===== src/hw/rtl/rcts_pkg.sv =====
`default_nettype none
package rcts_pkg;

  localparam int MAX_PAGES = 16;

  localparam int CH_W    = 16;
  localparam int PAGE_W  = 4;
  localparam int MODE_W  = 2;
  localparam int REG_W   = 3;
  localparam int DATA_W  = 16;
  localparam int DIV_W   = 16;
  localparam int DIV_CNT_W = $clog2(DIV_W + 1);

  localparam logic [MODE_W-1:0] MODE_PERCENT = 2'd0;
  localparam logic [MODE_W-1:0] MODE_TOGGLE  = 2'd1;
  localparam logic [MODE_W-1:0] MODE_PUSH    = 2'd2;
  localparam logic [MODE_W-1:0] MODE_DEMO    = 2'd3;

  localparam logic [REG_W-1:0] REG_SWITCH_MODE = 3'd0;
  localparam logic [REG_W-1:0] REG_PAGE_COUNT  = 3'd1;
  localparam logic [REG_W-1:0] REG_CHANNEL_MIN = 3'd2;
  localparam logic [REG_W-1:0] REG_CHANNEL_MAX = 3'd3;
  localparam logic [REG_W-1:0] REG_DEMO_PERIOD = 3'd4;

  localparam logic [MODE_W-1:0] RST_SWITCH_MODE = MODE_DEMO;
  localparam logic [PAGE_W-1:0] RST_PAGE_COUNT  = 4'd1;
  localparam logic [CH_W-1:0]   RST_CHANNEL_MIN = 16'd1000;
  localparam logic [CH_W-1:0]   RST_CHANNEL_MAX = 16'd2000;
  localparam logic [CH_W-1:0]   RST_DEMO_PERIOD = 16'd5000;

  typedef struct packed {
    logic [MODE_W-1:0] switch_mode;
    logic [PAGE_W-1:0] page_count;
    logic [CH_W-1:0]   channel_min;
    logic [CH_W-1:0]   channel_max;
    logic [CH_W-1:0]   demo_period_ms;
  } cfg_t;

endpackage
`default_nettype wire


===== src/hw/rtl/rcts_if.sv =====
`default_nettype none
interface rcts_in_if;
  logic                        valid;
  logic                        ready;
  logic [rcts_pkg::CH_W-1:0]   channel_value;
  logic [rcts_pkg::CH_W-1:0]   time_ms;
  logic                        load_ready;

  modport source (output valid, channel_value, time_ms, load_ready, input ready);
  modport sink   (input valid, channel_value, time_ms, load_ready, output ready);
endinterface

interface rcts_out_if;
  logic                        valid;
  logic                        ready;
  logic [rcts_pkg::PAGE_W-1:0] page_index;
  logic                        page_changed;

  modport source (output valid, page_index, page_changed, input ready);
  modport sink   (input valid, page_index, page_changed, output ready);
endinterface

interface rcts_cfg_if;
  logic                        valid;
  logic                        ready;
  logic [rcts_pkg::REG_W-1:0]  index;
  logic [rcts_pkg::DATA_W-1:0] data;

  modport source (output valid, index, data, input ready);
  modport sink   (input valid, index, data, output ready);
endinterface
`default_nettype wire


===== src/hw/rtl/rcts_cfg.sv =====
`default_nettype none
module rcts_cfg (
  input  wire logic      clk,
  input  wire logic      rst,
  rcts_cfg_if.sink       cfg,
  output rcts_pkg::cfg_t regs
);

  assign cfg.ready = 1'b1;

  always_ff @(posedge clk) begin
    if (rst) begin
      regs.switch_mode    <= rcts_pkg::RST_SWITCH_MODE;
      regs.page_count     <= rcts_pkg::RST_PAGE_COUNT;
      regs.channel_min    <= rcts_pkg::RST_CHANNEL_MIN;
      regs.channel_max    <= rcts_pkg::RST_CHANNEL_MAX;
      regs.demo_period_ms <= rcts_pkg::RST_DEMO_PERIOD;
    end else if (cfg.valid) begin
      unique case (cfg.index)
        rcts_pkg::REG_SWITCH_MODE: regs.switch_mode <= cfg.data[rcts_pkg::MODE_W-1:0];
        rcts_pkg::REG_PAGE_COUNT:  regs.page_count  <= cfg.data[rcts_pkg::PAGE_W-1:0];
        rcts_pkg::REG_CHANNEL_MIN: regs.channel_min <= cfg.data[rcts_pkg::CH_W-1:0];
        rcts_pkg::REG_CHANNEL_MAX: regs.channel_max <= cfg.data[rcts_pkg::CH_W-1:0];
        rcts_pkg::REG_DEMO_PERIOD: regs.demo_period_ms <= cfg.data[rcts_pkg::CH_W-1:0];
        default: ;
      endcase
    end
  end

endmodule
`default_nettype wire


===== src/hw/rtl/rcts_div.sv =====
`default_nettype none
module rcts_div (
  input  wire logic                       clk,
  input  wire logic                       rst,
  input  wire logic                       start,
  input  wire logic [rcts_pkg::DIV_W-1:0] dividend,
  input  wire logic [rcts_pkg::DIV_W-1:0] divisor,
  output logic                            done,
  output logic [rcts_pkg::DIV_W-1:0]      quotient
);

  localparam int W  = rcts_pkg::DIV_W;
  localparam int CW = rcts_pkg::DIV_CNT_W;

  logic          busy;
  logic [CW-1:0] count;
  logic [W-1:0]  rem;
  logic [W-1:0]  dvs;
  logic [W:0]    trial;
  logic          fits;

  assign trial = {rem, quotient[W-1]};
  assign fits  = trial >= {1'b0, dvs};

  always_ff @(posedge clk) begin
    if (rst) begin
      busy  <= 1'b0;
      done  <= 1'b0;
      count <= '0;
    end else begin
      done <= 1'b0;
      if (start) begin
        busy  <= 1'b1;
        count <= CW'(W);
      end else if (busy) begin
        count <= count - 1'b1;
        if (count == CW'(1)) begin
          busy <= 1'b0;
          done <= 1'b1;
        end
      end
    end
  end

  always_ff @(posedge clk) begin
    if (start) begin
      rem      <= '0;
      quotient <= dividend;
      dvs      <= divisor;
    end else if (busy) begin
      if (fits) begin
        rem <= W'(trial - {1'b0, dvs});
      end else begin
        rem <= trial[W-1:0];
      end
      quotient <= {quotient[W-2:0], fits};
    end
  end

endmodule
`default_nettype wire


===== src/hw/rtl/rc_channel_tab_selector_unit.sv =====
// Channel  Dir  Handshake      Word
// cfg      in   valid/ready    index, data (always ready)
// sample   in   valid/ready    channel_value, time_ms, load_ready
// result   out  valid/ready    page_index, page_changed
//
// Toggle, push and demo modes: an accepted word goes through S_EVAL and S_FIN to the result.
// Percent mode: up to two passes of the shared 16-step restoring divider
// (span / page count, then offset / band) between S_EVAL and S_FIN.
// One word in flight; sample.ready drops from accept until the result is
// registered. A stalled result holds while the next word is taken.
// Synchronous reset restores the config registers, control state and page 0.
`default_nettype none
module rc_channel_tab_selector_unit (
  input  wire logic  clk,
  input  wire logic  rst,
  rcts_cfg_if.sink   cfg,
  rcts_in_if.sink    sample,
  rcts_out_if.source result
);

  localparam int CH_W   = rcts_pkg::CH_W;
  localparam int PAGE_W = rcts_pkg::PAGE_W;
  localparam int DIV_W  = rcts_pkg::DIV_W;

  localparam logic [2:0] S_IDLE = 3'd0;
  localparam logic [2:0] S_EVAL = 3'd1;
  localparam logic [2:0] S_DIVA = 3'd2;
  localparam logic [2:0] S_DIVB = 3'd3;
  localparam logic [2:0] S_FIN  = 3'd4;

  rcts_pkg::cfg_t regs;

  logic [2:0]        state;
  logic [CH_W-1:0]   raw;
  logic [CH_W-1:0]   now;
  logic              ld_ok;
  logic [PAGE_W-1:0] cur_page;
  logic              prev_level;
  logic [CH_W-1:0]   demo_timer;
  logic [PAGE_W-1:0] target;
  logic              res_valid;
  logic [PAGE_W-1:0] res_page;
  logic              res_changed;

  logic [PAGE_W-1:0]  n;
  logic [PAGE_W:0]    step_page;
  logic [PAGE_W-1:0]  nxt;
  logic signed [CH_W:0]   span;
  logic signed [CH_W:0]   off;
  logic signed [CH_W+1:0] off2;
  logic               lvl;
  logic [CH_W-1:0]    diff;
  logic               band_ok;
  logic               out_free;

  logic             div_start;
  logic [DIV_W-1:0] div_dividend;
  logic [DIV_W-1:0] div_divisor;
  logic             div_done;
  logic [DIV_W-1:0] div_q;

  rcts_cfg u_cfg (
    .clk  (clk),
    .rst  (rst),
    .cfg  (cfg),
    .regs (regs)
  );

  rcts_div u_div (
    .clk      (clk),
    .rst      (rst),
    .start    (div_start),
    .dividend (div_dividend),
    .divisor  (div_divisor),
    .done     (div_done),
    .quotient (div_q)
  );

  always_comb begin
    if (regs.page_count == '0) begin
      n = PAGE_W'(1);
    end else if (int'(regs.page_count) > rcts_pkg::MAX_PAGES - 1) begin
      n = PAGE_W'(rcts_pkg::MAX_PAGES - 1);
    end else begin
      n = regs.page_count;
    end
  end

  assign step_page = {1'b0, cur_page} + 1'b1;
  assign nxt       = (step_page > {1'b0, n}) ? PAGE_W'(1) : step_page[PAGE_W-1:0];

  assign span = $signed({1'b0, regs.channel_max}) - $signed({1'b0, regs.channel_min});
  assign off  = $signed({1'b0, raw}) - $signed({1'b0, regs.channel_min});
  assign off2 = {off, 1'b0};
  assign lvl  = !off[CH_W] && (off2 >= $signed({span[CH_W], span}));
  assign diff = now - demo_timer;

  assign band_ok  = !span[CH_W] && (span[CH_W-1:0] >= CH_W'(n));
  assign out_free = !res_valid || result.ready;

  always_comb begin
    div_start    = 1'b0;
    div_dividend = span[DIV_W-1:0];
    div_divisor  = DIV_W'(n);
    if (state == S_EVAL && regs.switch_mode == rcts_pkg::MODE_PERCENT && band_ok) begin
      div_start = 1'b1;
    end else if (state == S_DIVA) begin
      div_dividend = off[DIV_W-1:0];
      div_divisor  = div_q;
      div_start    = div_done && !off[CH_W];
    end
  end

  assign sample.ready        = (state == S_IDLE);
  assign result.valid        = res_valid;
  assign result.page_index   = res_page;
  assign result.page_changed = res_changed;

  always_ff @(posedge clk) begin
    if (rst) begin
      state      <= S_IDLE;
      cur_page   <= '0;
      prev_level <= 1'b0;
      demo_timer <= '0;
      res_valid  <= 1'b0;
    end else begin
      if (res_valid && result.ready) begin
        res_valid <= 1'b0;
      end
      unique case (state)
        S_IDLE: begin
          if (sample.valid) begin
            state <= S_EVAL;
          end
        end
        S_EVAL: begin
          state <= S_FIN;
          case (regs.switch_mode)
            rcts_pkg::MODE_PERCENT: begin
              if (band_ok) begin
                state <= S_DIVA;
              end
            end
            rcts_pkg::MODE_TOGGLE: begin
              prev_level <= lvl;
            end
            rcts_pkg::MODE_PUSH: begin
              prev_level <= lvl;
            end
            default: begin
              if (diff > regs.demo_period_ms) begin
                demo_timer <= demo_timer + regs.demo_period_ms;
              end
            end
          endcase
        end
        S_DIVA: begin
          if (div_done) begin
            state <= off[CH_W] ? S_FIN : S_DIVB;
          end
        end
        S_DIVB: begin
          if (div_done) begin
            state <= S_FIN;
          end
        end
        S_FIN: begin
          if (out_free) begin
            state       <= S_IDLE;
            res_valid   <= 1'b1;
            res_changed <= (target != cur_page) && ld_ok;
            if ((target != cur_page) && ld_ok) begin
              cur_page <= target;
              res_page <= target;
            end else begin
              res_page <= cur_page;
            end
          end
        end
        default: state <= S_IDLE;
      endcase
    end
  end

  always_ff @(posedge clk) begin
    if (state == S_IDLE && sample.valid) begin
      raw   <= sample.channel_value;
      now   <= sample.time_ms;
      ld_ok <= sample.load_ready;
    end
    if (state == S_EVAL) begin
      target <= cur_page;
      case (regs.switch_mode)
        rcts_pkg::MODE_PERCENT: begin
          target <= n;
        end
        rcts_pkg::MODE_TOGGLE: begin
          if (lvl != prev_level) begin
            target <= nxt;
          end
        end
        rcts_pkg::MODE_PUSH: begin
          if (lvl && !prev_level) begin
            target <= nxt;
          end
        end
        default: begin
          if (diff > regs.demo_period_ms) begin
            target <= nxt;
          end
        end
      endcase
    end
    if (state == S_DIVA && div_done && off[CH_W]) begin
      target <= PAGE_W'(1);
    end
    if (state == S_DIVB && div_done) begin
      if (div_q >= DIV_W'(n)) begin
        target <= n;
      end else begin
        target <= div_q[PAGE_W-1:0] + 1'b1;
      end
    end
  end

endmodule
`default_nettype wire


===== src/flat_wrapper.sv =====
// flat-port wrapper written by rule: the top's interface ports become plain ports
module rc_channel_tab_selector_unit_flat 
  (clk, rst, cfg_valid, cfg_index, cfg_data, cfg_ready, sample_valid, sample_channel_value, sample_time_ms, sample_load_ready, sample_ready, result_valid, result_page_index, result_page_changed, result_ready);
  rcts_cfg_if cfg_i ();
  rcts_in_if sample_i ();
  rcts_out_if result_i ();
  input  wire logic clk;
  input  wire logic rst;
  input wire logic [$bits(cfg_i.valid)-1:0] cfg_valid;
  input wire logic [$bits(cfg_i.index)-1:0] cfg_index;
  input wire logic [$bits(cfg_i.data)-1:0] cfg_data;
  output wire logic [$bits(cfg_i.ready)-1:0] cfg_ready;
  input wire logic [$bits(sample_i.valid)-1:0] sample_valid;
  input wire logic [$bits(sample_i.channel_value)-1:0] sample_channel_value;
  input wire logic [$bits(sample_i.time_ms)-1:0] sample_time_ms;
  input wire logic [$bits(sample_i.load_ready)-1:0] sample_load_ready;
  output wire logic [$bits(sample_i.ready)-1:0] sample_ready;
  output wire logic [$bits(result_i.valid)-1:0] result_valid;
  output wire logic [$bits(result_i.page_index)-1:0] result_page_index;
  output wire logic [$bits(result_i.page_changed)-1:0] result_page_changed;
  input wire logic [$bits(result_i.ready)-1:0] result_ready;
  assign cfg_i.valid = cfg_valid;
  assign cfg_i.index = cfg_index;
  assign cfg_i.data = cfg_data;
  assign cfg_ready = cfg_i.ready;
  assign sample_i.valid = sample_valid;
  assign sample_i.channel_value = sample_channel_value;
  assign sample_i.time_ms = sample_time_ms;
  assign sample_i.load_ready = sample_load_ready;
  assign sample_ready = sample_i.ready;
  assign result_valid = result_i.valid;
  assign result_page_index = result_i.page_index;
  assign result_page_changed = result_i.page_changed;
  assign result_i.ready = result_ready;
  rc_channel_tab_selector_unit u_core (.clk(clk), .rst(rst), .cfg(cfg_i), .sample(sample_i), .result(result_i));
endmodule

===== config.mk =====
export PLATFORM = sky130hd
export DESIGN_NAME = rc_channel_tab_selector_unit_flat
export DESIGN_NICKNAME = d
export VERILOG_FILES = /design/src/hw/rtl/rcts_pkg.sv /design/src/hw/rtl/rcts_if.sv /design/src/hw/rtl/rcts_cfg.sv /design/src/hw/rtl/rcts_div.sv /design/src/hw/rtl/rc_channel_tab_selector_unit.sv /design/src/flat_wrapper.sv
export SDC_FILE = /design/constraint.sdc
export NUM_CORES = 1
export LEC_CHECK = 0
export BUFFER_PORTS_ARGS = -buffer_cell sky130_fd_sc_hd__buf_2
export CORE_AREA = 4 4 229 231
export CTS_BUF_LIST = sky130_fd_sc_hd__clkbuf_4 sky130_fd_sc_hd__clkbuf_8
export CTS_CLUSTER_DIAMETER = 50
export DETAILED_ROUTE_END_ITERATION = 16
export DIE_AREA = 0 0 233 235
export GPL_TIMING_DRIVEN = 0
export MAX_ROUTING_LAYER = met4
export PLACE_DENSITY_LB_ADDON = 0.25
export SYNTH_ARGS = -nofsm -noshare
export SYNTH_HDL_FRONTEND = slang
export SYNTH_HIERARCHICAL = 1
export SYNTH_SLANG_ARGS = --single-unit

===== constraint.sdc =====
create_clock -name clk -period 15.53 [get_ports clk]
set_clock_uncertainty 0.2 [all_clocks]
set_input_delay 0.7765 -clock clk [delete_from_list [all_inputs] [get_ports clk]]
set_output_delay 0.7765 -clock clk [all_outputs]
set_load 0.03 [all_outputs]

# Yosys cells after proc, flatten, opt, wreduce, memory -nomap -nowiden
# Cells that the tools add are included.
dict set report totals {
  ff_bits 176
  input_bits 57
  out_inout_bits 8
  elab_cells 134
}
dict set report classes {
  addsub 8
  magnitude_cmp 6
  n_eq_ne 17
  muxes 37
  bitwise_logic 4
  n_reduce_logical 38
}
# cell count
set ops {}
lappend ops {{2-to-1 mux 16 bit} 5}
lappend ops {{2-to-1 mux 4 bit} 12}
lappend ops {{subtractor 16 x 16 -> 17 bit} 2}
lappend ops {{>= comparator 16 x 4 -> 1 bit} 2}
lappend ops {{subtractor 16 bit} 2}
lappend ops {{2-to-1 mux 3 bit} 7}
lappend ops {{>= comparator 18 x 17 -> 1 bit} 1}
lappend ops {{>= comparator 17 x 16 -> 1 bit} 1}
lappend ops {{adder 16 bit} 1}
lappend ops {{greater-than comparator 16 bit} 1}
lappend ops {{one-hot mux 3 bit (5 select lines)} 1}
lappend ops {{AND reduction 2 bit} 7}
lappend ops {{equality test 3 x 2 -> 1 bit (second input constant)} 4}
lappend ops {{logical AND 1 bit} 12}
lappend ops {{one-hot mux 4 bit (3 select lines)} 1}
lappend ops {{2-to-1 mux 5 bit} 2}
lappend ops {{2-to-1 mux 1 bit} 9}
lappend ops {{equality test 3 x 1 -> 1 bit (second input constant)} 2}
lappend ops {{equality test 3 bit (second input constant)} 2}
lappend ops {{logical NOT 3 bit} 2}
lappend ops {{inequality test 2 bit (second input constant)} 3}
lappend ops {{AND reduction 3 bit} 2}
lappend ops {{OR reduction 2 bit} 3}
lappend ops {{OR reduction 3 bit} 2}
lappend ops {{18 further kinds} 24}

# Depth between registers and ports, before layout
# Gate-level depths: netlist of the first run.
dict set report logic_depth {
  depth_word 9
  depth_mapped 26
  ltp_nobuf 26
}

# Modules after synthesis
# The synthesis of the first run kept the hierarchy.
# mod instances cells_per_inst area_each_um2 seq_area_each_um2
set by_module_without_submodules {}
lappend by_module_without_submodules {rc_channel_tab_selector_unit 1 811 7035.5 1761.7}
lappend by_module_without_submodules {rcts_div 1 306 3189.3 1421.4}
lappend by_module_without_submodules {rcts_cfg 1 211 2234.6 1081.0}

# Worst setup path before layout of the first run
# OpenSTA, ideal clock, no wires.
dict set report synth_timing {
  path_type {register -> register}
  from {register u_core.raw[0]}
  to {register u_core.target[0] (data pin)}
  setup_time_ns 0.256
  arrival_ns 5.255
  required_time_ns 15.074
  path_slack_ns 9.819
  stages_incl_launch_ff 26
  n_path_buf 0
  period_less_slack_ns 5.711
  path_cell_list {edfxtp_1 > inv_1 > ha_1 > inv_1 > fa_1 > a21oi_1 > o211ai_2 > a211o_1 > a21o_1 > a211o_1 > a21oi_1 > xnor2_1 > ha_1 > a21o_1 > a2111o_1 > a311oi_1 > o31ai_2 > a21boi_1 > o221a_2 > ha_1 > inv_1 > a22oi_1 > o2bb2ai_1 > mux2_2 > o211a_1 > o22a_1}
}
dict set report synth_between {
  elab_chain_len 9
  elab_cells_between_ends 13
  cone_classes {add/sub: 1; order compare: 1; eq/ne: 1; mux: 6; reduce/logical: 4}
}
# item line
set synth_lines {}
lappend synth_lines {{start: declaration} rc_channel_tab_selector_unit.sv:34} ;# logic [CH_W-1:0] raw;
lappend synth_lines {{start signal: assignment} rc_channel_tab_selector_unit.sv:187} ;# raw <= sample.channel_value;
lappend synth_lines {{subtractor 16 x 16 -> 17 bit *} rc_channel_tab_selector_unit.sv:93} ;# assign off = $signed({1'b0, raw}) - $signed({1'b0, regs.channel_min});
lappend synth_lines {{>= comparator 18 x 17 -> 1 bit / logical NOT 1 bit (equally long branches)} rc_channel_tab_selector_unit.sv:95} ;# assign lvl = !off[CH_W] && (off2 >= $signed({span[CH_W], span}));
lappend synth_lines {{logical AND 1 bit *} rc_channel_tab_selector_unit.sv:95}
lappend synth_lines {{net u_core.lvl} rc_channel_tab_selector_unit.sv:51} ;# logic lvl;
lappend synth_lines {{inequality test 1 bit / logical AND 1 bit (equally long branches)} {rc_channel_tab_selector_unit.sv:198, rc_channel_tab_selector_unit.sv:203}}
lappend synth_lines {{2-to-1 mux 4 bit (on tied branches)} {rc_channel_tab_selector_unit.sv:198, rc_channel_tab_selector_unit.sv:203}}
lappend synth_lines {{one-hot mux 4 bit (3 select lines) *} rc_channel_tab_selector_unit.sv:193} ;# case (regs.switch_mode)
lappend synth_lines {{2-to-1 mux 4 bit *} rc_channel_tab_selector_unit.sv:191} ;# if (state == S_EVAL) begin
lappend synth_lines {{2-to-1 mux 4 bit *} rc_channel_tab_selector_unit.sv:214} ;# if (state == S_DIVA && div_done && off[CH_W]) begin
lappend synth_lines {{2-to-1 mux 4 bit *} rc_channel_tab_selector_unit.sv:217} ;# if (state == S_DIVB && div_done) begin
lappend synth_lines {{end signal: assignment} rc_channel_tab_selector_unit.sv:192} ;# target <= cur_page;
lappend synth_lines {{end signal: assignment} rc_channel_tab_selector_unit.sv:195} ;# target <= n;
lappend synth_lines {{end signal: assignment} rc_channel_tab_selector_unit.sv:219} ;# target <= n;
lappend synth_lines {{end: declaration} rc_channel_tab_selector_unit.sv:40} ;# logic [PAGE_W-1:0] target;
# The timed path passes the listed nets; every way through them passes the cells marked *. The select of a mux whose other input is x is not followed.
# A chain may end at the register's enable or synchronous reset.

# Final worst setup path of the first run
# Same ends and word-level chain as after synthesis.

==> flow_metrics.env, run 1 <==
export IMPL_outcome="finished clean"
export IMPL_cp_slowest_stage_delay_ns=0.44
export IMPL_clkTransAtPathRegs_ns=0.11
export IMPL_timing_fmax_mhz=156
export IMPL_highest_layer="met4"
export IMPL_fin_tns_setup_ns=0
export IMPL_drt_total_wl_mm=32.7
export IMPL_grt_ovfl_total=0
export IMPL_worstSkewPairLatency_ns=0.52
export IMPL_r2r_setup_slack_ns=9.11
export IMPL_cts_made_buffers=17
export IMPL_finalHoldViolations=0
export IMPL_seqCellArea_sq_um=4260
export IMPL_hold_class="in2reg"
export IMPL_crit_type="reg2reg"
export IMPL_ys_types=92
export IMPL_p_leak_nw=5.78
export IMPL_reg2reg_from="u_core/raw[0]$_DFFE_PP_"
export IMPL_worst_path_buf_inv=3
export IMPL_pre_cts_slack_ns=9.11
export IMPL_power_density_nw_per_um2=75.6
export IMPL_yosys_area_top_type="edfxtp_1"
export IMPL_wl_per_cell_um=15.6
export IMPL_post_synth_top_area_fraction_pct=17.8
export IMPL_root_buffer="clkbuf_8"
export IMPL_met2_length_mm=15.7
export IMPL_drt_pre_antenna_iters=5
export IMPL_hold_path_depth=1
export IMPL_rsz0062_at_grt="no"
export IMPL_synth_edff_count=74
export IMPL_drive_gt1_share_pct=12.8
export IMPL_ys_flop_type="dfxtp_1"
export IMPL_max_cap_violations=0
export IMPL_slowest_stage="a2111o_1"
export IMPL_syn_avg_cell_area_sq_um=9.38
export IMPL_cts_tree="done"
export IMPL_path_depth=25
export IMPL_cts_htree_levels=4
export IMPL_syn_cell_area_sq_um=12500
export IMPL_cts_setup_buffers=0
export IMPL_crit_required_ns=15.60
export IMPL_area_growth_pct=12.7
export IMPL_yosysWarnings=6
export IMPL_grt_pass1_vias=9672
export IMPL_holdBufCountCts=0
export IMPL_slew_viol_final=0
export IMPL_cts_repair_resized=0
export IMPL_reg2regPathDepth=25
export IMPL_finalCriticalPeriod_ns=6.42
export IMPL_antenna_found_initial=0
export IMPL_start_util_pct=24.9
export IMPL_diodes=0
export IMPL_ir_drop_uv=52.4
export IMPL_grt_pass1_wl_mm=52.0
export IMPL_met1_length_mm=15.7
export IMPL_detail_route_iter0_violations=471
export IMPL_synthTopCellsByCount="130 x ha_1, 123 x nor2_1, 121 x inv_1"
export IMPL_cp_startpoint="u_core/raw[0]$_DFFE_PP_"
export IMPL_vias=9759
export IMPL_fin_ws_ns=9.11
export IMPL_met3WireLength_um=677
export IMPL_synthesis_nets=1520
export IMPL_seq_area_frac_synth_pct=34.2
export IMPL_worst_slew_pin_slew_ns=0.938
export IMPL_critPathCapture="u_core/target[0]$_DFFE_PP_"
export IMPL_io_pins=65
export IMPL_synth_async_reset_ratio_pct=0
export IMPL_crit_family="compound AO/OA/AOI/OAI gates"
export IMPL_worst_setup_path_start_kind="flop"
export IMPL_cts_buffer_depth=2
export IMPL_ys_ff_latch=176
export IMPL_core_sq_um=50100
export IMPL_finalSetupViolCount=0
export IMPL_dieArea_sq_um=54800
export IMPL_synth_most_common_cell="ha_1"
export IMPL_gp_congestion=0.836
export IMPL_drc_errors=0
export IMPL_fillers=5434
export IMPL_grt_max_degree=33
export IMPL_ys_top_cells_by_area="edfxtp_1 18%, dfxtp_1 16%, ha_1 13%"
export IMPL_port_buffers=63
export IMPL_place_detailed_hpwl_mm=26.0
export IMPL_path_max_fanout=4
export IMPL_end_kind="flop"
export IMPL_multiInputGateArea_sq_um=7480
export IMPL_syn_inst=1328
export IMPL_cp_data_arrival_time_ns=6.49
export IMPL_die_x_um=233
export IMPL_cts_sink_count=176
export IMPL_via_per_inst=4.65
export IMPL_rows=82
export IMPL_globalRouteTotalUtil_pct=12.3
export IMPL_post_route_period_util_pct=41.3
export IMPL_die_y_um=235
export IMPL_worstReg2RegEnd="u_core/target[0]$_DFFE_PP_"
export IMPL_ant_nets=0
export IMPL_relSlewSlack_pct=36.8
export IMPL_nets=1604
## registers in the layout (all words and copies together), names as in the netlist, 3 cells and up
register / count
u_core/u_cfg/regs: 54
u_core/target: 4
u_core/u_div/quotient: 16
u_core/state: 3
u_core/raw: 16
u_core/u_div/count: 5
u_core/now: 16
u_core/cur_page: 4
u_core/u_div/rem: 16
u_core/result.page_index: 4
u_core/u_div/dvs: 16
u_core/demo_timer: 16
## worst min path at each step
stage	end	from	slack (ns)
after floorplan	u_core/u_div/rem[15]$_SDFFE_PP0P_	u_core/u_div/rem[15]$_SDFFE_PP0P_	0.24
after global placement	u_core/u_cfg/regs[36]$_SDFFE_PP0P_	u_core/u_cfg/regs[36]$_SDFFE_PP0P_	0.26
after detailed placement	u_core/u_cfg/regs[36]$_SDFFE_PP0P_	u_core/u_cfg/regs[36]$_SDFFE_PP0P_	0.27
after CTS	u_core/raw[3]$_DFFE_PP_	sample_channel_value[3]	0.17
after global routing	u_core/raw[3]$_DFFE_PP_	sample_channel_value[3]	0.18
final	u_core/now[13]$_DFFE_PP_	sample_time_ms[13]	0.22
## cell usage in the layout, fill, tap and decap left out, types with 17 or more instances in the layout
| master | Yosys | final |
|---|---|---|
| ha_1 | 130 | 130 |
| nor2_1 | 123 | 123 |
| inv_1 | 121 | 121 |
| dfxtp_1 | 102 | 102 |
| buf_2 | 12 | 75 |
| mux2i_1 | 75 | 75 |
| edfxtp_1 | 74 | 74 |
| nand2b_1 | 64 | 64 |
| a21oi_1 | 55 | 55 |
| nand2_1 | 51 | 51 |
| o21ai_0 | 49 | 49 |
| xnor2_1 | 35 | 35 |
| nand3_1 | 30 | 30 |
| a21o_1 | 28 | 28 |
| xor2_1 | 27 | 27 |
| nor3_1 | 24 | 24 |
| clkbuf_1 | 22 | 22 |
| mux2_2 | 22 | 22 |
| a211oi_1 | 20 | 20 |
| and2_1 | 19 | 18 |
| clkbuf_8 | 0 | 17 |
## cell type report
class	count	area share [%]
Clock inverter	14	1.04
Tap cell	672	5.99
Buffer	49	1.92
Clock buffer	18	1.72
Multi-Input combinational cell	982	53.3
Inverter	121	3.24
Sequential cell	176	30.4
Timing Repair Buffer	65	2.44
## worst reg2reg max path, stage by stage, from the launching register on
cell and delay (ns):
edfxtp_1 0.37, inv_1 0.12, ha_1 0.19, inv_1 0.06
fa_1 0.40, a21oi_1 0.25, o211ai_2 0.17, a211o_1 0.31
a21o_1 0.17, a211o_1 0.29, a21oi_1 0.18, xnor2_1 0.19
ha_1 0.29, a21o_1 0.18, a2111o_1 0.44, a311oi_1 0.31
o31ai_2 0.12, a21boi_1 0.14, o221a_2 0.33, ha_1 0.31
inv_1 0.05, a22oi_1 0.28, o2bb2ai_1 0.14, mux2_2 0.28
o211a_1 0.21, o22a_1 0.20
## power breakdown
group | switching [mW] | internal [mW] | total [mW]
clock network | 0.196 | 0.135 | 0.330
logic | 0.129 | 0.0969 | 0.226
registers | 0.00988 | 0.495 | 0.505
## cells by family (layout without fill, tap and decap cells)
family,after synthesis,count (layout),synth area share [%]
compound gates,297,297,17.3
other cells,1,1,0.0301
buf+inv,170,267,5.80
flops,176,176,34.2
xor+xnor,63,63,4.49
mux,97,97,8.01
simple gates,389,389,16.3
fa+ha+maj,135,135,13.9
## routing by layer
metal / vias to the layer above / track usage, %
li1: 4974 / -
met3: 30 / 1.83
met4: 0 / 3.37
met5: - / -
met1: 4642 / 15.7
met2: 113 / 20.2
## per-stage QoR
stage | hold WS, ns | total power [mW] | utilization [%] | cells | cell area [sq um]
final | 0.221 | 1.06 | 28.0 | 2097 | 14000
after global routing | 0.184 | 1.13 | 28.0 | 2097 | 14000
after CTS | 0.171 | 1.08 | 28.0 | 2097 | 14000
after detailed placement | 0.266 | 0.741 | 27.3 | 2065 | 13600
after global placement | 0.264 | 0.738 | 27.2 | 2063 | 13600
after floorplan | 0.243 | 0.677 | - | 1328 | 12500
Note: power is estimated with default switching activity, not from simulation.
==> inputs of run 2 (changes only) <==
- clock period: 15.53 -> 5.7 ns (I/O delays scaled with it)
==> run 2 against run 1 <==
  * The flow now finishes with violations (negative setup slack)
  * Total power grew to 2.8 times the previous value
  * Hold slack lost 0.13 ns
  * First-iteration DRC count shrank 6.8%
  * Sequential cell count is the same
  * Sequential share of layout area shrank 2.0 points
  * Critical path type unchanged
  * Critical endpoint is now u_core/target[3]$_DFFE_PP_
==> flow_metrics.env, run 2 (synthesis results as in run 1) <==
export IMPL_detail_route_iter0_violations=439
export IMPL_dieArea_sq_um=54800
export IMPL_nets=1680
export IMPL_vias=10000
export IMPL_worstSkewPairLatency_ns=0.53
export IMPL_root_buffer="clkbuf_8"
export IMPL_cts_htree_levels=4
export IMPL_finalSetupViolCount=3
export IMPL_gp_congestion=0.828
export IMPL_seqCellArea_sq_um=4270
export IMPL_grt_pass1_wl_mm=54.0
export IMPL_max_cap_violations=0
export IMPL_fin_ws_ns=-0.151
export IMPL_crit_required_ns=5.76
export IMPL_max_flop_register="u_core/u_cfg/regs"
export IMPL_grt_max_degree=33
export IMPL_grt_pass1_vias=9997
export IMPL_wl_per_cell_um=15.4
export IMPL_clkTransAtPathRegs_ns=0.11
export IMPL_outcome="finished with violations"
export IMPL_cts_tree="done"
export IMPL_fin_util_pct=30.0
export IMPL_drt_pre_antenna_iters=5
export IMPL_fillers=5409
export IMPL_finalCriticalPeriod_ns=5.85
export IMPL_path_max_fanout=4
export IMPL_globalRouteTotalUtil_pct=12.7
export IMPL_largest_reg_flops=54
export IMPL_drt_total_wl_mm=33.6
export IMPL_die_x_um=233
export IMPL_drive_gt1_share_pct=16.1
export IMPL_pre_cts_slack_ns=-0.651
export IMPL_cts_made_buffers=17
export IMPL_final_common_cell="ha_1"
export IMPL_core_sq_um=50100
export IMPL_ir_drop_uv=150
export IMPL_diodes=0
export IMPL_antenna_found_initial=0
export IMPL_start_util_pct=24.9
export IMPL_crit_type="reg2reg"
export IMPL_place_detailed_hpwl_mm=26.1
export IMPL_grt_ovfl_total=0
export IMPL_violations="negative setup slack"
export IMPL_cp_data_arrival_time_ns=5.91
export IMPL_post_route_period_util_pct=103
export IMPL_p_leak_nw=6.16
export IMPL_io_pins=65
export IMPL_relSlewSlack_pct=40.7
export IMPL_rsz0062_at_grt="yes"
export IMPL_area_growth_pct=20.5
export IMPL_end_kind="flop"
export IMPL_port_buffers=63
export IMPL_cts_buffer_depth=2
export IMPL_final_cell_mix="127 x ha_1, 122 x nor2_1, 116 x inv_1"
export IMPL_rows=82
export IMPL_cts_sink_count=176
export IMPL_worst_setup_path_start_kind="flop"
export IMPL_multiInputGateArea_sq_um=7730
export IMPL_timing_fmax_mhz=171
export IMPL_power_density_nw_per_um2=201
export IMPL_worst_slew_pin_slew_ns=0.878
export IMPL_ant_nets=0
export IMPL_finalHoldViolations=0
export IMPL_hold_class="in2reg"
export IMPL_die_y_um=235
export IMPL_drc_errors=0
export IMPL_slew_viol_final=0
export IMPL_via_per_inst=4.62
-- run 2: cell count changes in the layout (fill, tap and decap cells not counted), sizes merged --
cell / before / now
dlygate4sd3: 0 / 55
buf: 91 / 111
inv: 130 / 133
clkinv: 4 / 2
-- run 2: metrics by stage --
step                      instances  power [mW]  TNS, ns  hold WS (ns)  area, sq um
after floorplan                1328        1.85        0         0.157        12500
after global placement         2063        2.01   -39.57         0.261        13600
after detailed placement       2064        2.02    -1.98         0.264        13700
after CTS                      2166        3.04   -0.308        0.0403        14800
after global routing           2173        3.20    -1.10        0.0663        15000
final                          2173        3.02   -0.378        0.0866        15000
-- run 2: final timing paths --
check                           cells past startpoint                               start                                  to  slack, ns
worst max-delay path                               23             u_core/raw[1]$_DFFE_PP_          u_core/target[3]$_DFFE_PP_      -0.15
worst min-delay path                                4                           cfg_valid  u_core/u_cfg/regs[15]$_SDFFE_PP0P_       0.09
worst max register to register                     23             u_core/raw[1]$_DFFE_PP_          u_core/target[3]$_DFFE_PP_      -0.15
worst min register to register                      2  u_core/u_cfg/regs[43]$_SDFFE_PP0P_  u_core/u_cfg/regs[43]$_SDFFE_PP0P_       0.28
-- run 2: final cells by class --
cell class	instances	share of cell area (%)
Clock inverter	15	1.10
Multi-Input combinational cell	982	51.5
Inverter	121	3.02
Tap cell	672	5.60
Timing Repair Buffer	141	7.05
Sequential cell	176	28.4
Buffer	49	1.81
Clock buffer	17	1.56
-- run 2: metal layers --
metal / vias to the layer above / GRT usage (%) / part of all wire [%] / wire (um)
li1: 5113 / - / - / -
met1: 4763 / 16.3 / 48 / 16000
met2: 127 / 21.0 / 48 / 16300
met3: 27 / 1.67 / 2.1 / 697
met4: 0 / 3.44 / 1.7 / 579
met5: - / - / 0 / 0
-- run 2: worst max-delay path, cell delays in order, from the launching register on --
cell	delay (ns)
edfxtp_1	0.52
buf_6	0.17
fa_2	0.38
a21oi_4	0.15
o211ai_2	0.13
a211o_1	0.29
a21o_1	0.18
a211o_1	0.27
a21oi_2	0.18
xnor2_2	0.14
ha_1	0.27
a21o_1	0.15
a2111o_1	0.45
a311oi_2	0.28
o31ai_2	0.13
a21boi_2	0.17
o221a_4	0.28
ha_4	0.25
buf_6	0.11
a22oi_2	0.21
o41ai_2	0.13
a222oi_1	0.28
mux2_4	0.22
o22ai_2	0.06
-- run 2: timing repair --
action                                  CTS  global route
pin swaps                                24            30
hold endpoints to repair                 95             0
buffers inserted                         15             7
hold buffers                             55             0
endpoints found under the setup margin   12            48
gates resized for setup                  30            26
-- run 2: where the power goes --
part	leakage (nW)	switching (mW)	internal, mW
Clock	0.209	0.559	0.370
Sequential	1.51	0.0274	1.35
Combinational	4.44	0.384	0.334
==> inputs of run 3 (changes only) <==
- MAX_ROUTING_LAYER: met4 -> unset
- SKIP_CTS_REPAIR_TIMING: unset -> 1
==> run 3 against run 2 <==
  * The run ends with negative hold slack, negative setup slack left
  * Sequential power about the same
  * Design area down 1.1%
  * Core utilization down 0.33 points
  * Setup slack worse by 0.027 ns
  * Register-to-register slack worse by 0.03 ns
  * Routed wire length down 0.48%
==> flow_metrics.env, run 3 (synthesis results as in run 1) <==
export IMPL_outcome="finished with violations"
export IMPL_violations="negative hold slack, negative setup slack"
export IMPL_worstReg2RegEnd="u_core/target[3]$_DFFE_PP_"
export IMPL_hold_path_depth=2
export IMPL_port_buffers=63
export IMPL_largest_reg_flops=54
export IMPL_root_buffer="clkbuf_8"
export IMPL_crit_type="reg2reg"
export IMPL_r2r_setup_slack_ns=-0.18
export IMPL_timing_fmax_mhz=170
export IMPL_cp_slowest_stage_delay_ns=0.41
export IMPL_grt_ovfl_total=0
export IMPL_die_x_um=233
export IMPL_multiInputGateArea_sq_um=7640
export IMPL_placed_cells=2064
export IMPL_detail_route_iter0_violations=425
export IMPL_cp_data_arrival_time_ns=5.94
export IMPL_wl_per_cell_um=15.4
export IMPL_area_growth_pct=19.2
export IMPL_final_cell_mix="128 x ha_1, 122 x nor2_1, 116 x inv_1"
export IMPL_reg2reg_from="u_core/u_cfg/regs[32]$_SDFFE_PP0P_"
export IMPL_via_per_inst=4.59
export IMPL_io_pins=65
export IMPL_drt_total_wl_mm=33.4
export IMPL_ir_drop_uv=147
export IMPL_max_cap_violations=0
export IMPL_die_y_um=235
export IMPL_antenna_found_initial=0
export IMPL_worst_slew_pin_slew_ns=0.888
export IMPL_drc_errors=0
export IMPL_drt_pre_antenna_iters=5
export IMPL_clkTransAtPathRegs_ns=0.12
export IMPL_seqCellArea_sq_um=4270
export IMPL_slowest_stage="a221o_2"
export IMPL_finalCriticalPeriod_ns=5.88
export IMPL_whs_ns=-0.0301
export IMPL_gp_congestion=0.816
export IMPL_vias=9942
export IMPL_cts_buffer_depth=2
export IMPL_relSlewSlack_pct=40.1
export IMPL_max_flop_register="u_core/u_cfg/regs"
export IMPL_finalSetupViolCount=3
export IMPL_hold_class="in2reg"
export IMPL_end_kind="flop"
export IMPL_nets=1671
export IMPL_p_leak_nw=6.10
export IMPL_critPathCapture="u_core/target[3]$_DFFE_PP_"
export IMPL_cp_startpoint="u_core/u_cfg/regs[32]$_SDFFE_PP0P_"
export IMPL_rows=82
export IMPL_worstSkewPairLatency_ns=0.51
export IMPL_path_max_fanout=3
export IMPL_cts_made_buffers=17
export IMPL_final_common_cell="ha_1"
export IMPL_place_detailed_hpwl_mm=26.1
export IMPL_core_sq_um=50100
export IMPL_cts_tree="done"
export IMPL_globalRouteTotalUtil_pct=12.1
export IMPL_power_total_mw=2.99
export IMPL_cts_htree_levels=4
export IMPL_crit_required_ns=5.76
export IMPL_start_util_pct=24.9
export IMPL_finalHoldViolations=1
export IMPL_slew_viol_final=0
export IMPL_rsz0062_at_grt="yes"
export IMPL_ant_nets=0
export IMPL_dieArea_sq_um=54800
export IMPL_grt_pass1_wl_mm=52.7
export IMPL_drive_gt1_share_pct=14.8
export IMPL_fin_ws_ns=-0.179
export IMPL_worst_setup_path_start_kind="flop"
export IMPL_post_route_period_util_pct=103
export IMPL_fillers=5416
export IMPL_grt_max_degree=33
export IMPL_instances_no_fill=2164
export IMPL_cts_sink_count=176
export IMPL_power_density_nw_per_um2=202
export IMPL_reg2regPathDepth=25
export IMPL_diodes=0
export IMPL_grt_pass1_vias=9678
run 3: cell types whose count changed in the layout (fill, tap and decap cells not counted), moves of 2 or more:
| cell | delta |
|---|---|
| a21oi_2 | -2 |
| o21ai_2 | -2 |
| o21ai_0 | +4 |
| a21oi_1 | +3 |
| xor2_1 | +3 |
| buf_4 | -7 |
| buf_6 | -2 |
| xor2_2 | -3 |
| o21ai_1 | -2 |
run 3: cell type report:
cell class,instances,area share (%)
sequential,176,28.7
buffer,49,1.83
clock inverter,15,1.11
multi-input combinational,982,51.4
inverter,121,3.06
tap,672,5.66
clock buffer,17,1.58
timing repair buffer,132,6.62
run 3: worst max-delay path: cells and delay by family, from the launching register on:
kind	cells	cell delay [ns]
buffers and inverters	5	0.37
flip-flops	1	0.40
XOR/XNOR	1	0.28
adder cells (fa/ha/maj)	4	1.18
AND/OR/NAND/NOR	1	0.20
multiplexers	1	0.22
AO/OA/AOI/OAI	13	2.76
run 3: power by group:
group          total [mW]  internal (mW)  switching, mW  leakage, nW
logic               0.691          0.317          0.374         4.38
registers            1.37           1.35         0.0270         1.51
clock network       0.928          0.370          0.558        0.209
run 3: worst min path at each step:
stage                                              end  slack, ns                    start
finish              u_core/u_div/count[4]$_SDFFE_PP0P_      -0.03                      rst
global route        u_core/u_div/count[4]$_SDFFE_PP0P_      0.001                      rst
CTS                           u_core/now[11]$_DFFE_PP_      -0.33       sample_time_ms[11]
detailed placement             u_core/raw[2]$_DFFE_PP_       0.26  sample_channel_value[2]
global placement               u_core/now[6]$_DFFE_PP_       0.26        sample_time_ms[6]
floorplan           u_core/u_div/count[4]$_SDFFE_PP0P_       0.16                      rst
run 3: metrics by stage:
step                      TNS (ns)  hold WS (ns)  setup slack [ns]  instance area [sq um]  utilization [%]
final                       -0.439       -0.0301            -0.179                  14900             29.7
after global routing         -1.44       0.00120            -0.454                  14900             29.7
after CTS                    -2.38        -0.328            -0.682                  14100             28.1
after detailed placement     -1.98         0.264            -0.651                  13700             27.3
after global placement      -39.57         0.261            -0.951                  13600             27.2
after floorplan                  0         0.157            0.0165                  12500                -
run 3: routing by layer:
layer	global-route usage [%]	wire length (um)
met5	0	0
met4	3.35	534
met3	1.83	645
met2	20.5	16100
met1	15.9	16100
